[config.mk]
export PLATFORM = sky130hd
export DESIGN_NAME = stable_priority_queue_with_aging_core
export DESIGN_NICKNAME = d
export VERILOG_FILES = /design/src/hw/rtl/spqa_pkg.sv /design/src/hw/rtl/spqa_ctrl.sv /design/src/hw/rtl/spqa_dp.sv /design/src/hw/rtl/stable_priority_queue_with_aging_core.sv
export SDC_FILE = /design/constraint.sdc
export NUM_CORES = 2
export LEC_CHECK = 0
export CAP_MARGIN = 20
export CORE_MARGIN = 5
export CORE_UTILIZATION = 25
export DETAILED_ROUTE_END_ITERATION = 6
export DONT_BUFFER_PORTS = 1
export PLACE_DENSITY_LB_ADDON = 0.15
export SLEW_MARGIN = 20
export SYNTH_ARGS = -nofsm -noshare
export SYNTH_HDL_FRONTEND = slang
export SYNTH_SLANG_ARGS = --single-unit
[constraint.sdc]
create_clock -name clk_i -period 5.9 [get_ports clk_i]
set_clock_uncertainty 0.1 [all_clocks]
set_input_delay 0.59 -clock clk_i [delete_from_list [all_inputs] [get_ports clk_i]]
set_output_delay 0.59 -clock clk_i [all_outputs]
set_load 0.01 [all_outputs]
[src/hw/rtl/spqa_pkg.sv]
// ----------------------------------------------------------------------------
// spqa_pkg
// Types and codes used by the aging priority queue controller and datapath.
// ----------------------------------------------------------------------------
package spqa_pkg;

  localparam int unsigned PrioW = 8;
  localparam int unsigned PatW  = 16;
  localparam int unsigned PayW  = 32;
  localparam int unsigned TagW  = 8;
  localparam int unsigned AmtW  = 15;
  localparam int unsigned OccW  = 5;

  typedef enum logic [1:0] {
    REQ_ENQ    = 2'd0,
    REQ_DEQ    = 2'd1,
    REQ_REDUCE = 2'd2,
    REQ_NONE   = 2'd3
  } req_e;

  typedef enum logic [1:0] {
    ST_OK        = 2'd0,
    ST_FULL_ERR  = 2'd1,
    ST_EMPTY_ERR = 2'd2
  } status_e;

  typedef enum logic [1:0] {
    FSM_IDLE,
    FSM_EXEC,
    FSM_DONE
  } fsm_e;

  typedef struct packed {
    logic [PrioW-1:0] prio;
    logic [PatW-1:0]  patience;
    logic [PayW-1:0]  payload;
    logic [TagW-1:0]  tag;
  } entry_t;

  // controller to datapath
  typedef struct packed {
    logic capture;  // latch request fields
    logic exec;     // perform the latched request on all cells
  } cmd_t;

  // datapath status, checked by the core's assertion
  typedef struct packed {
    logic empty;
    logic full;
  } stat_t;

endpackage

[src/hw/rtl/spqa_ctrl.sv]
// ----------------------------------------------------------------------------
// spqa_ctrl
// Request sequencer: capture a beat, execute it, hold the result beat.
// ----------------------------------------------------------------------------
module spqa_ctrl (
  input  logic           clk_i,
  input  logic           rst_ni,
  input  logic           in_valid_i,
  output logic           in_ready_o,
  output logic           out_valid_o,
  input  logic           out_ready_i,
  output spqa_pkg::cmd_t cmd_o
);
  import spqa_pkg::*;

  fsm_e state_q, state_d;

  always_ff @(posedge clk_i or negedge rst_ni) begin
    if (!rst_ni) begin
      state_q <= FSM_IDLE;
    end else begin
      state_q <= state_d;
    end
  end

  always_comb begin
    state_d = state_q;
    unique case (state_q)
      FSM_IDLE: if (in_valid_i) state_d = FSM_EXEC;
      FSM_EXEC: state_d = FSM_DONE;
      FSM_DONE: begin
        // take the next beat while the result leaves
        if (out_ready_i) state_d = in_valid_i ? FSM_EXEC : FSM_IDLE;
      end
      default: state_d = FSM_IDLE;
    endcase
  end

  always_comb begin
    in_ready_o  = 1'b0;
    out_valid_o = 1'b0;
    cmd_o       = '0;
    unique case (state_q)
      FSM_IDLE: in_ready_o = 1'b1;
      FSM_EXEC: cmd_o.exec = 1'b1;
      FSM_DONE: begin
        out_valid_o = 1'b1;
        in_ready_o  = out_ready_i;
      end
      default: ;
    endcase
    cmd_o.capture = in_ready_o & in_valid_i;
  end

endmodule

[src/hw/rtl/spqa_dp.sv]
// ----------------------------------------------------------------------------
// spqa_dp
// Sorted shift-register cells with a parallel insert, shift and age step.
// ----------------------------------------------------------------------------
module spqa_dp #(
  parameter int unsigned DEPTH = 16
) (
  input  logic                          clk_i,
  input  logic                          rst_ni,
  input  spqa_pkg::cmd_t                cmd_i,
  output spqa_pkg::stat_t               stat_o,
  input  logic [1:0]                    req_type_i,
  input  logic [spqa_pkg::PrioW-1:0]    new_prio_i,
  input  logic signed [spqa_pkg::PatW-1:0] new_patience_i,
  input  logic [spqa_pkg::PayW-1:0]     new_payload_i,
  input  logic [spqa_pkg::TagW-1:0]     new_tag_i,
  input  logic [spqa_pkg::AmtW-1:0]     amount_i,
  output logic [spqa_pkg::PrioW-1:0]    out_prio_o,
  output logic signed [spqa_pkg::PatW-1:0] out_patience_o,
  output logic [spqa_pkg::PayW-1:0]     out_payload_o,
  output logic [spqa_pkg::TagW-1:0]     out_tag_o,
  output logic [spqa_pkg::OccW-1:0]     occupancy_o,
  output logic                          is_empty_o,
  output logic                          is_full_o,
  output logic [1:0]                    status_o
);
  import spqa_pkg::*;

  localparam int unsigned CntW = $clog2(DEPTH + 1);

  entry_t            cell_q [DEPTH];
  entry_t            cell_d [DEPTH];
  logic [CntW-1:0]   cnt_q, cnt_d;
  req_e              req_q;
  entry_t            new_q;
  logic [AmtW-1:0]   amt_q;
  entry_t            res_q, res_d;
  status_e           st_q, st_d;
  logic              empty, full;
  logic [DEPTH-1:0]  occ, gt;

  assign empty = (cnt_q == '0);
  assign full  = (cnt_q == CntW'(DEPTH));
  assign stat_o = '{empty: empty, full: full};

  always_comb begin
    for (int i = 0; i < DEPTH; i++) begin
      occ[i] = (CntW'(i) < cnt_q);
      gt[i]  = occ[i] && (cell_q[i].prio > new_q.prio);
    end
  end

  always_comb begin
    logic signed [PatW:0] v;
    for (int i = 0; i < DEPTH; i++) cell_d[i] = cell_q[i];
    cnt_d = cnt_q;
    res_d = '0;
    st_d  = ST_OK;
    unique case (req_q)
      REQ_ENQ: begin
        if (full) begin
          st_d = ST_FULL_ERR;
        end else begin
          // cell i keeps, takes the new entry, or shifts up from i-1
          if (gt[0] || !occ[0]) cell_d[0] = new_q;
          for (int i = 1; i < DEPTH; i++) begin
            if (gt[i-1]) begin
              cell_d[i] = cell_q[i-1];
            end else if (gt[i] || (!occ[i] && occ[i-1])) begin
              cell_d[i] = new_q;
            end
          end
          cnt_d = cnt_q + 1'b1;
        end
      end
      REQ_DEQ: begin
        if (empty) begin
          st_d = ST_EMPTY_ERR;
        end else begin
          res_d = cell_q[0];
          for (int i = 0; i < DEPTH - 1; i++) cell_d[i] = cell_q[i+1];
          cnt_d = cnt_q - 1'b1;
        end
      end
      REQ_REDUCE: begin
        for (int i = 0; i < DEPTH; i++) begin
          v = $signed({cell_q[i].patience[PatW-1], cell_q[i].patience})
              - $signed({2'b00, amt_q});
          cell_d[i].patience = (v < -(2**(PatW-1))) ? {1'b1, {(PatW-1){1'b0}}}
                                                    : v[PatW-1:0];
        end
      end
      default: ;
    endcase
  end

  always_ff @(posedge clk_i or negedge rst_ni) begin
    if (!rst_ni) begin
      cnt_q <= '0;
      st_q  <= ST_OK;
    end else if (cmd_i.exec) begin
      cnt_q <= cnt_d;
      st_q  <= st_d;
    end
  end

  always_ff @(posedge clk_i) begin
    if (cmd_i.capture) begin
      req_q <= req_e'(req_type_i);
      new_q <= '{prio: new_prio_i, patience: new_patience_i,
                 payload: new_payload_i, tag: new_tag_i};
      amt_q <= amount_i;
    end
    if (cmd_i.exec) begin
      res_q <= res_d;
      for (int i = 0; i < DEPTH; i++) cell_q[i] <= cell_d[i];
    end
  end

  assign out_prio_o     = res_q.prio;
  assign out_patience_o = res_q.patience;
  assign out_payload_o  = res_q.payload;
  assign out_tag_o      = res_q.tag;
  assign occupancy_o    = OccW'(cnt_q);
  assign is_empty_o     = empty;
  assign is_full_o      = full;
  assign status_o       = st_q;

endmodule

[src/hw/rtl/stable_priority_queue_with_aging_core.sv]
// ----------------------------------------------------------------------------
// stable_priority_queue_with_aging_core
// Stable sorted priority queue with patience aging, one result per request.
// ----------------------------------------------------------------------------
// Each request is first captured, then executed in a step in which every
// cell compares, shifts or ages in parallel; the result beat is then held in
// the output registers, and a new request is taken in the cycle it leaves;
// none is taken before the last result has left. Entry contents are not
// cleared by reset; only occupied cells are ever returned as results.
module stable_priority_queue_with_aging_core #(
  parameter int unsigned DEPTH = 16
) (
  input  logic                          clk_i,
  input  logic                          rst_ni,
  input  logic                          in_valid_i,
  output logic                          in_ready_o,
  input  logic [1:0]                    req_type_i,
  input  logic [spqa_pkg::PrioW-1:0]    new_prio_i,
  input  logic signed [spqa_pkg::PatW-1:0] new_patience_i,
  input  logic [spqa_pkg::PayW-1:0]     new_payload_i,
  input  logic [spqa_pkg::TagW-1:0]     new_tag_i,
  input  logic [spqa_pkg::AmtW-1:0]     amount_i,
  output logic                          out_valid_o,
  input  logic                          out_ready_i,
  output logic [spqa_pkg::PrioW-1:0]    out_prio_o,
  output logic signed [spqa_pkg::PatW-1:0] out_patience_o,
  output logic [spqa_pkg::PayW-1:0]     out_payload_o,
  output logic [spqa_pkg::TagW-1:0]     out_tag_o,
  output logic [spqa_pkg::OccW-1:0]     occupancy_o,
  output logic                          is_empty_o,
  output logic                          is_full_o,
  output logic [1:0]                    status_o
);
  import spqa_pkg::*;

  cmd_t  cmd;
  stat_t stat;

  spqa_ctrl u_ctrl (
    .clk_i, .rst_ni, .in_valid_i, .in_ready_o, .out_valid_o, .out_ready_i,
    .cmd_o(cmd)
  );

  spqa_dp #(.DEPTH(DEPTH)) u_dp (
    .clk_i, .rst_ni, .cmd_i(cmd), .stat_o(stat),
    .req_type_i, .new_prio_i, .new_patience_i, .new_payload_i, .new_tag_i,
    .amount_i, .out_prio_o, .out_patience_o, .out_payload_o, .out_tag_o,
    .occupancy_o, .is_empty_o, .is_full_o, .status_o
  );

  a_exec_after_capture: assert property (@(posedge clk_i) disable iff (!rst_ni)
    cmd.capture |=> cmd.exec) else $error("capture not followed by exec");

  a_result_after_exec: assert property (@(posedge clk_i) disable iff (!rst_ni)
    cmd.exec |=> out_valid_o) else $error("no result after exec");

  a_not_both: assert property (@(posedge clk_i) disable iff (!rst_ni)
    !(stat.empty && stat.full)) else $error("empty and full together");

endmodule
Yosys cells after proc, flatten, opt, wreduce, memory -nomap -nowiden
Memories as Yosys holds them, arrays and structs flattened.
Cells that the tools add are included.
{ "classes": {"addsub": 18, "eq_ne": 9, "mux": 98, "bitwise_logic": 2, "n_lt_le_gt_ge": 48, "n_reduce_logical": 70} }
{ "ops": {"columns": ["cell", "count"], "rows": [
  ["64-bit two-way mux", 31],
  ["48-bit one-hot mux with 2 select lines", 14],
  ["1024-bit two-way mux", 1],
  ["960-bit two-way mux", 1],
  ["16-bit one-hot mux with 3 select lines", 15],
  ["17-bit by 16-bit < comparator with 1-bit output, second input constant", 16],
  ["16-bit by 16-bit subtractor with 17-bit output", 16],
  ["16-bit two-way mux", 16],
  ["8-bit > comparator", 16],
  ["40-bit one-hot mux with 2 select lines", 1],
  ["4-bit by 5-bit < comparator with 1-bit output, first input constant", 8],
  ["40-bit two-way mux", 1],
  ["16-bit one-hot mux with 2 select lines", 1],
  ["1-bit logical AND", 31],
  ["3-bit by 5-bit < comparator with 1-bit output, first input constant", 4],
  ["1-bit zero test", 16],
  ["1-bit logical OR", 16],
  ["8-bit one-hot mux with 2 select lines", 1],
  ["1-bit by 5-bit < comparator with 1-bit output, first input constant", 2],
  ["2-bit by 5-bit < comparator with 1-bit output, first input constant", 2],
  ["5-bit two-way mux", 2],
  ["5-bit one-hot mux with 2 select lines", 1],
  ["8-bit two-way mux", 1],
  ["2-bit inequality test, second input constant", 4],
  ["18 further kinds", 28]
]} }
{ "word_totals": {"n_memories": 1, "in_bits": 85, "output_inout_bits": 75, "ram_bits": 1024, "register_bits": 154, "wordCells": 259} }
{ "memory_table": {"columns": ["name", "words", "word_bits", "rd", "rd_ports_with_merged_regs", "write_ports", "line", "rtl"], "rows": [
  ["u_dp.cell_q", 16, 64, 16, 0, 16, "spqa_dp.sv:31", "entry_t cell_q [DEPTH];"]
]} }

Longest topological paths before layout
{ "depth": {"word_depth": 8, "ltp_mapped": 13, "mapped_depth_nobuf": 12} }

By module
A second synthesis with hierarchy kept.
{ "hier_totals": {"cells_unflattened": 6609, "area_unflattened_um2": 71374.7} }
{ "by_module_without_submodules": {"columns": ["mod", "n_inst", "seq_area_each_um2", "area_per_inst_um2", "cells_per_inst"], "rows": [
  ["spqa_dp", 1, 35278.8, 71258.3, 6598],
  ["spqa_ctrl", 1, 50.0, 116.4, 11]
]} }

Worst setup path after synthesis
No wires, ideal clock.
{ "synth_timing": {"path_type": "reg-to-reg", "start": "register u_ctrl.state_q[1]", "end": "memory u_dp.cell_q[0][128] in the netlist's numbering, enable pin", "t_required_ns": 5.318, "path_slack_ns": 0.263, "period_less_slack_ns": 5.637, "path_buffers": 1, "setup_time_ns": 0.482, "t_arrival_ns": 5.054, "stages_incl_launch_ff": 7, "path_cell_list": "dfrtp_1 nand2b_1 inv_1 and3_1 o21ai_0 clkbuf_1 a31oi_1"} }
{ "synth_rtl": {"columns": ["element", "line", "rtl"], "rows": [
  ["start: declaration", "spqa_ctrl.sv:16", "fsm_e state_q, state_d;"],
  ["start signal: assignment", "spqa_ctrl.sv:22", "state_q <= state_d;"],
  ["end: declaration", "spqa_dp.sv:31", null]
]} }

==> flow_summary_export.csv <==
group,metric,value,unit
job,maxCapViolCount,0,
power_and_ir_drop,comb_power_share,31.5,%
power_and_ir_drop,ir_worst_vdd,0.000278,V
timing,fmaxAchievable,223,MHz
global_routing,grtUsageMet1,23.1,%
power_and_ir_drop,p_sw,10.7,mW
synthesis,syn_area,0.0718,mm^2
final_layout,num-fill-cells,29667,
synthesis,synth.area.top_cells,"edfxtp_1 (49%), mux2i_1 (12%), ha_1 (6.6%), o21ai_0 (6.2%), nand2_1 (5.4%)",
global_routing,grt_overflow,0,
floorplanning,io-pin-count,160,
synthesis,yosysWarnings,0,
drt,drc,0,
power_and_ir_drop,p_int,19.8,mW
power_and_ir_drop,power,30.5,mW
worst_setup_path,cp_max_fo,72,
worst_setup_path,critPathLaunchType,"register",
synthesis,syn_nets,7186,
clocking,h-tree-depth,4,
clocking,cts_buffer_depth,4,
floorplanning,rows,196,
worst_setup_path,crit_family,"compound AO/OA/AOI/OAI gates",
worst_setup_path,required,6.31,ns
worst_setup_path,r2r_start,"u_dp.new_q[58]$_DFFE_PP_",
clocking,clkSinkCount,1178,
place,place.gp.congestion,0.849,
clocking,path_clk_slew,0.06,ns
global_routing,grt_pass1_vias,53746,
power_and_ir_drop,pwr-share-clk,30.7,%
power_and_ir_drop,cellLeakagePower,29.8,nW
drt,dr_total_vias,53505,
worst_setup_path,end_kind,"register",
run_status,status,"finished, final reports clean",
final_layout,area_growth,14.9,%
synthesis,ys_types,86,
worst_setup_path,arrival,4.89,ns
global_routing,track_usage,16.2,%
power_and_ir_drop,p_per_area,370,mW/mm^2
worst_setup_path,rr_endpoint,"u_dp.cell_q[1][414]$_DFFE_PP_",
power_and_ir_drop,p_sw_share,35.1,%
timing,setup_tns,0,ns
worst_setup_path,path_buf_inv,3,
clocking,cts-root-buf,"clkbuf_16",
floorplanning,die_h,546,um
worst_setup_path,critPathMaxStageDelay,0.87,ns
global_routing,use_met3,2.13,%
floorplanning,initial_utilization,25.1,%
worst_hold_path,hold_path.class,"in2async",
synthesis,async_reset_ff_share,0.764,%
synthesis,synth_area_leader_cell,"edfxtp_1",
final_layout,fin_nets,7167,
worst_setup_path,rrSetupSlack,1.42,ns
global_routing,grt_use_met2,26.1,%
timing,timing.hold.ws,0.174,ns
clocking,cts_resized,0,
floorplanning,die_x,546,um
drt,drt-initial-drc-count,4531,
worst_setup_path,startpoint,"u_dp.new_q[58]$_DFFE_PP_",
global_routing,grt_pass1_wl,370000,um
drt,vias_per_cell,5.06,
place,io_buffers,0,
drt,wl,252000,um
timing,fin_crit,4.48,ns
worst_setup_path,slowest_stage,"inv_1",
power_and_ir_drop,power_frac_seq,37.8,%
global_routing,antenna_found_initial,37,
drt,avgRoutedWirePerCell,23.8,um
worst_setup_path,criticalPathCategory,"reg2reg",
drt,detailedRoute.firstPassIterationCount,6,
synthesis,yosysSeqAreaShare,49.2,%
synthesis,yosys_register_bits,1178,
clocking,cts_buffers,163,
floorplanning,core,0.285,mm^2
synthesis,avgSynthCellArea,10.7,um^2
worst_setup_path,r2r_cells,11,
timing,drv_slew,0,
synthesis,netlist_instances,6709,
global_routing,grt-busiest-layer,"met2",
synthesis,synthDominantCellAreaShare,48.9,%
final_layout,final-seq-area,0.0353,mm^2
timing,grt_setup_unrepaired,"false",
timing,max_slew_margin,24.6,%
timing,hold_violations,0,
timing,worstMarginPinSlew,1.13,ns
clocking,cts_tree,"done",
place,hpwl,166000,um
timing,setup_viol,0,
final_layout,multi_input_area,0.0345,mm^2
synthesis,synth_ff_type,"edfxtp_1",
worst_setup_path,cp_cell_sequence,"inv_1 > ha_1 > o21a_1 > o211ai_1 > a21oi_1 > a211oi_1 > a211oi_4 > buf_12 > a311oi_1 > nor2_4 > buf_12",
final_layout,drive_gt1_share,7.85,%
floorplanning,dieArea,0.298,mm^2
drt,antenna_left,0,
synthesis,synth_edf_count,1169,
worst_setup_path,crit_path_frequent_cell,"buf_12",
global_routing,grt_max_degree,186,
timing,fin_crit_sh,76.0,%
clocking,clock_latency,0.86,ns
cells by family (layout without fill, tap and decap cells):
| logic type | after synthesis | in the layout | synth area share [%] |
|---|---|---|---|
| AOI/OAI and AO/OA | 1802 | 1802 | 15.4 |
| xor gates and xnor gates | 182 | 182 | 2.22 |
| adders and majority gates | 392 | 392 | 7.00 |
| buffers and inverters | 570 | 661 | 3.21 |
| DFF | 1178 | 1178 | 49.2 |
| muxes | 914 | 914 | 12.9 |
| other | 0 | 20 | 0 |
| and+or+nand+nor | 1671 | 1671 | 10.0 |
cell usage after synthesis, drive strengths merged (7+ instances only):
library cell  count
a221o            52
o31ai            49
o211a             8
fa               16
o21bai           18
o31a             10
mux2i           839
a2111oi           8
nor2b            62
buf             112
a21o             84
nand2          1036
inv             137
xor2             87
nand2b           43
a31o              8
or3              17
and3             23
a22oi            45
a21oi           261
or2               8
a211o            10
edfxtp         1169
nor4              8
a311oi            7
dfrtp             9
a211oi           27
o21a             63
ha              376
o211ai           19
o21ai           907
a31oi            39
clkbuf          321
nor3             57
o22ai            20
xnor2            95
and2             76
nand3            53
mux2             75
nand4            32
o221ai          113
nor2            237
layout by cell type (no fill, tap or decap), types with 51 or more instances in the layout:
cell type / count
nand3_1: 51
nor2b_1: 60
nor2_1: 217
a21o_1: 84
buf_4: 127
inv_1: 135
o21ai_0: 895
o21a_1: 63
and2_1: 73
a221o_1: 52
nand2_1: 1035
dlygate4sd3_1: 85
clkbuf_16: 166
ha_1: 375
xor2_1: 87
xnor2_1: 95
a21oi_1: 257
mux2_2: 74
mux2i_1: 839
nor3_1: 55
o221ai_1: 112
edfxtp_1: 1169
per-stage QoR:
step                instance area, um^2  util (%)  setup slack (ns)  cells
detailed placement                76700      26.9              1.50  10202
floorplan                         71800         -             0.263   6709
global placement                  76700      26.9              1.54  10202
global route                      82400      28.9              1.20  10569
finish                            82500      28.9              1.42  10582
CTS                               82400      28.9              1.44  10562
power groups by stage:
| stage | registers, mW | clock network (mW) | logic, mW |
|---|---|---|---|
| floorplan | 11.3 | 0 | 6.77 |
| global placement | 11.7 | 0 | 9.51 |
| detailed placement | 11.7 | 0 | 9.59 |
| CTS | 11.5 | 9.74 | 9.68 |
| global route | 11.6 | 10.0 | 10.5 |
| finish | 11.5 | 9.36 | 9.61 |
state kept, by name, indices dropped and copies added, names as in the netlist:
signal and flops:
u_dp.out_payload_o 32, u_dp.out_tag_o 8, u_dp.out_prio_o 8, u_dp.status_o 2
u_dp.occupancy_o 5, u_dp.new_q 64, u_dp.out_patience_o 16, u_dp.amt_q 15
u_dp.cell_q 1024, u_dp.req_q 2, u_ctrl.state_q 2
area by class of cell:
cell class | instances | share of cell area, %
tap | 3762 | 5.71
multi-input combinational | 4961 | 41.8
inverter | 137 | 0.627
timing repair buffer | 249 | 3.08
antenna | 20 | 0.0607
clock inverter | 78 | 0.675
clock buffer | 197 | 5.18
sequential | 1178 | 42.8
worst max path at each step:
stage	end	slack, ns	cells after the start
after floorplan	u_dp.cell_q[0][128]$_DFFE_PP_	0.26	6
after CTS	u_dp.cell_q[0][480]$_DFFE_PP_	1.44	10
final	u_dp.cell_q[1][414]$_DFFE_PP_	1.42	11
after detailed placement	u_dp.cell_q[0][477]$_DFFE_PP_	1.50	10
after global placement	u_dp.cell_q[0][476]$_DFFE_PP_	1.54	10
after global routing	u_dp.cell_q[1][412]$_DFFE_PP_	1.20	11
per-layer routing:
metal / part of all wire (%) / vias to the layer above
met5: 0.019 / -
met4: 1.9 / 8
met3: 4.7 / 288
met2: 45 / 1362
met1: 48 / 26734
li1: - / 25113
what timing repair did:
item                                   CTS  global route
buffers inserted                         0             0
hold buffers                            85             0
endpoints found under the hold margin   92             0
Power figures use the tool's default switching activity.
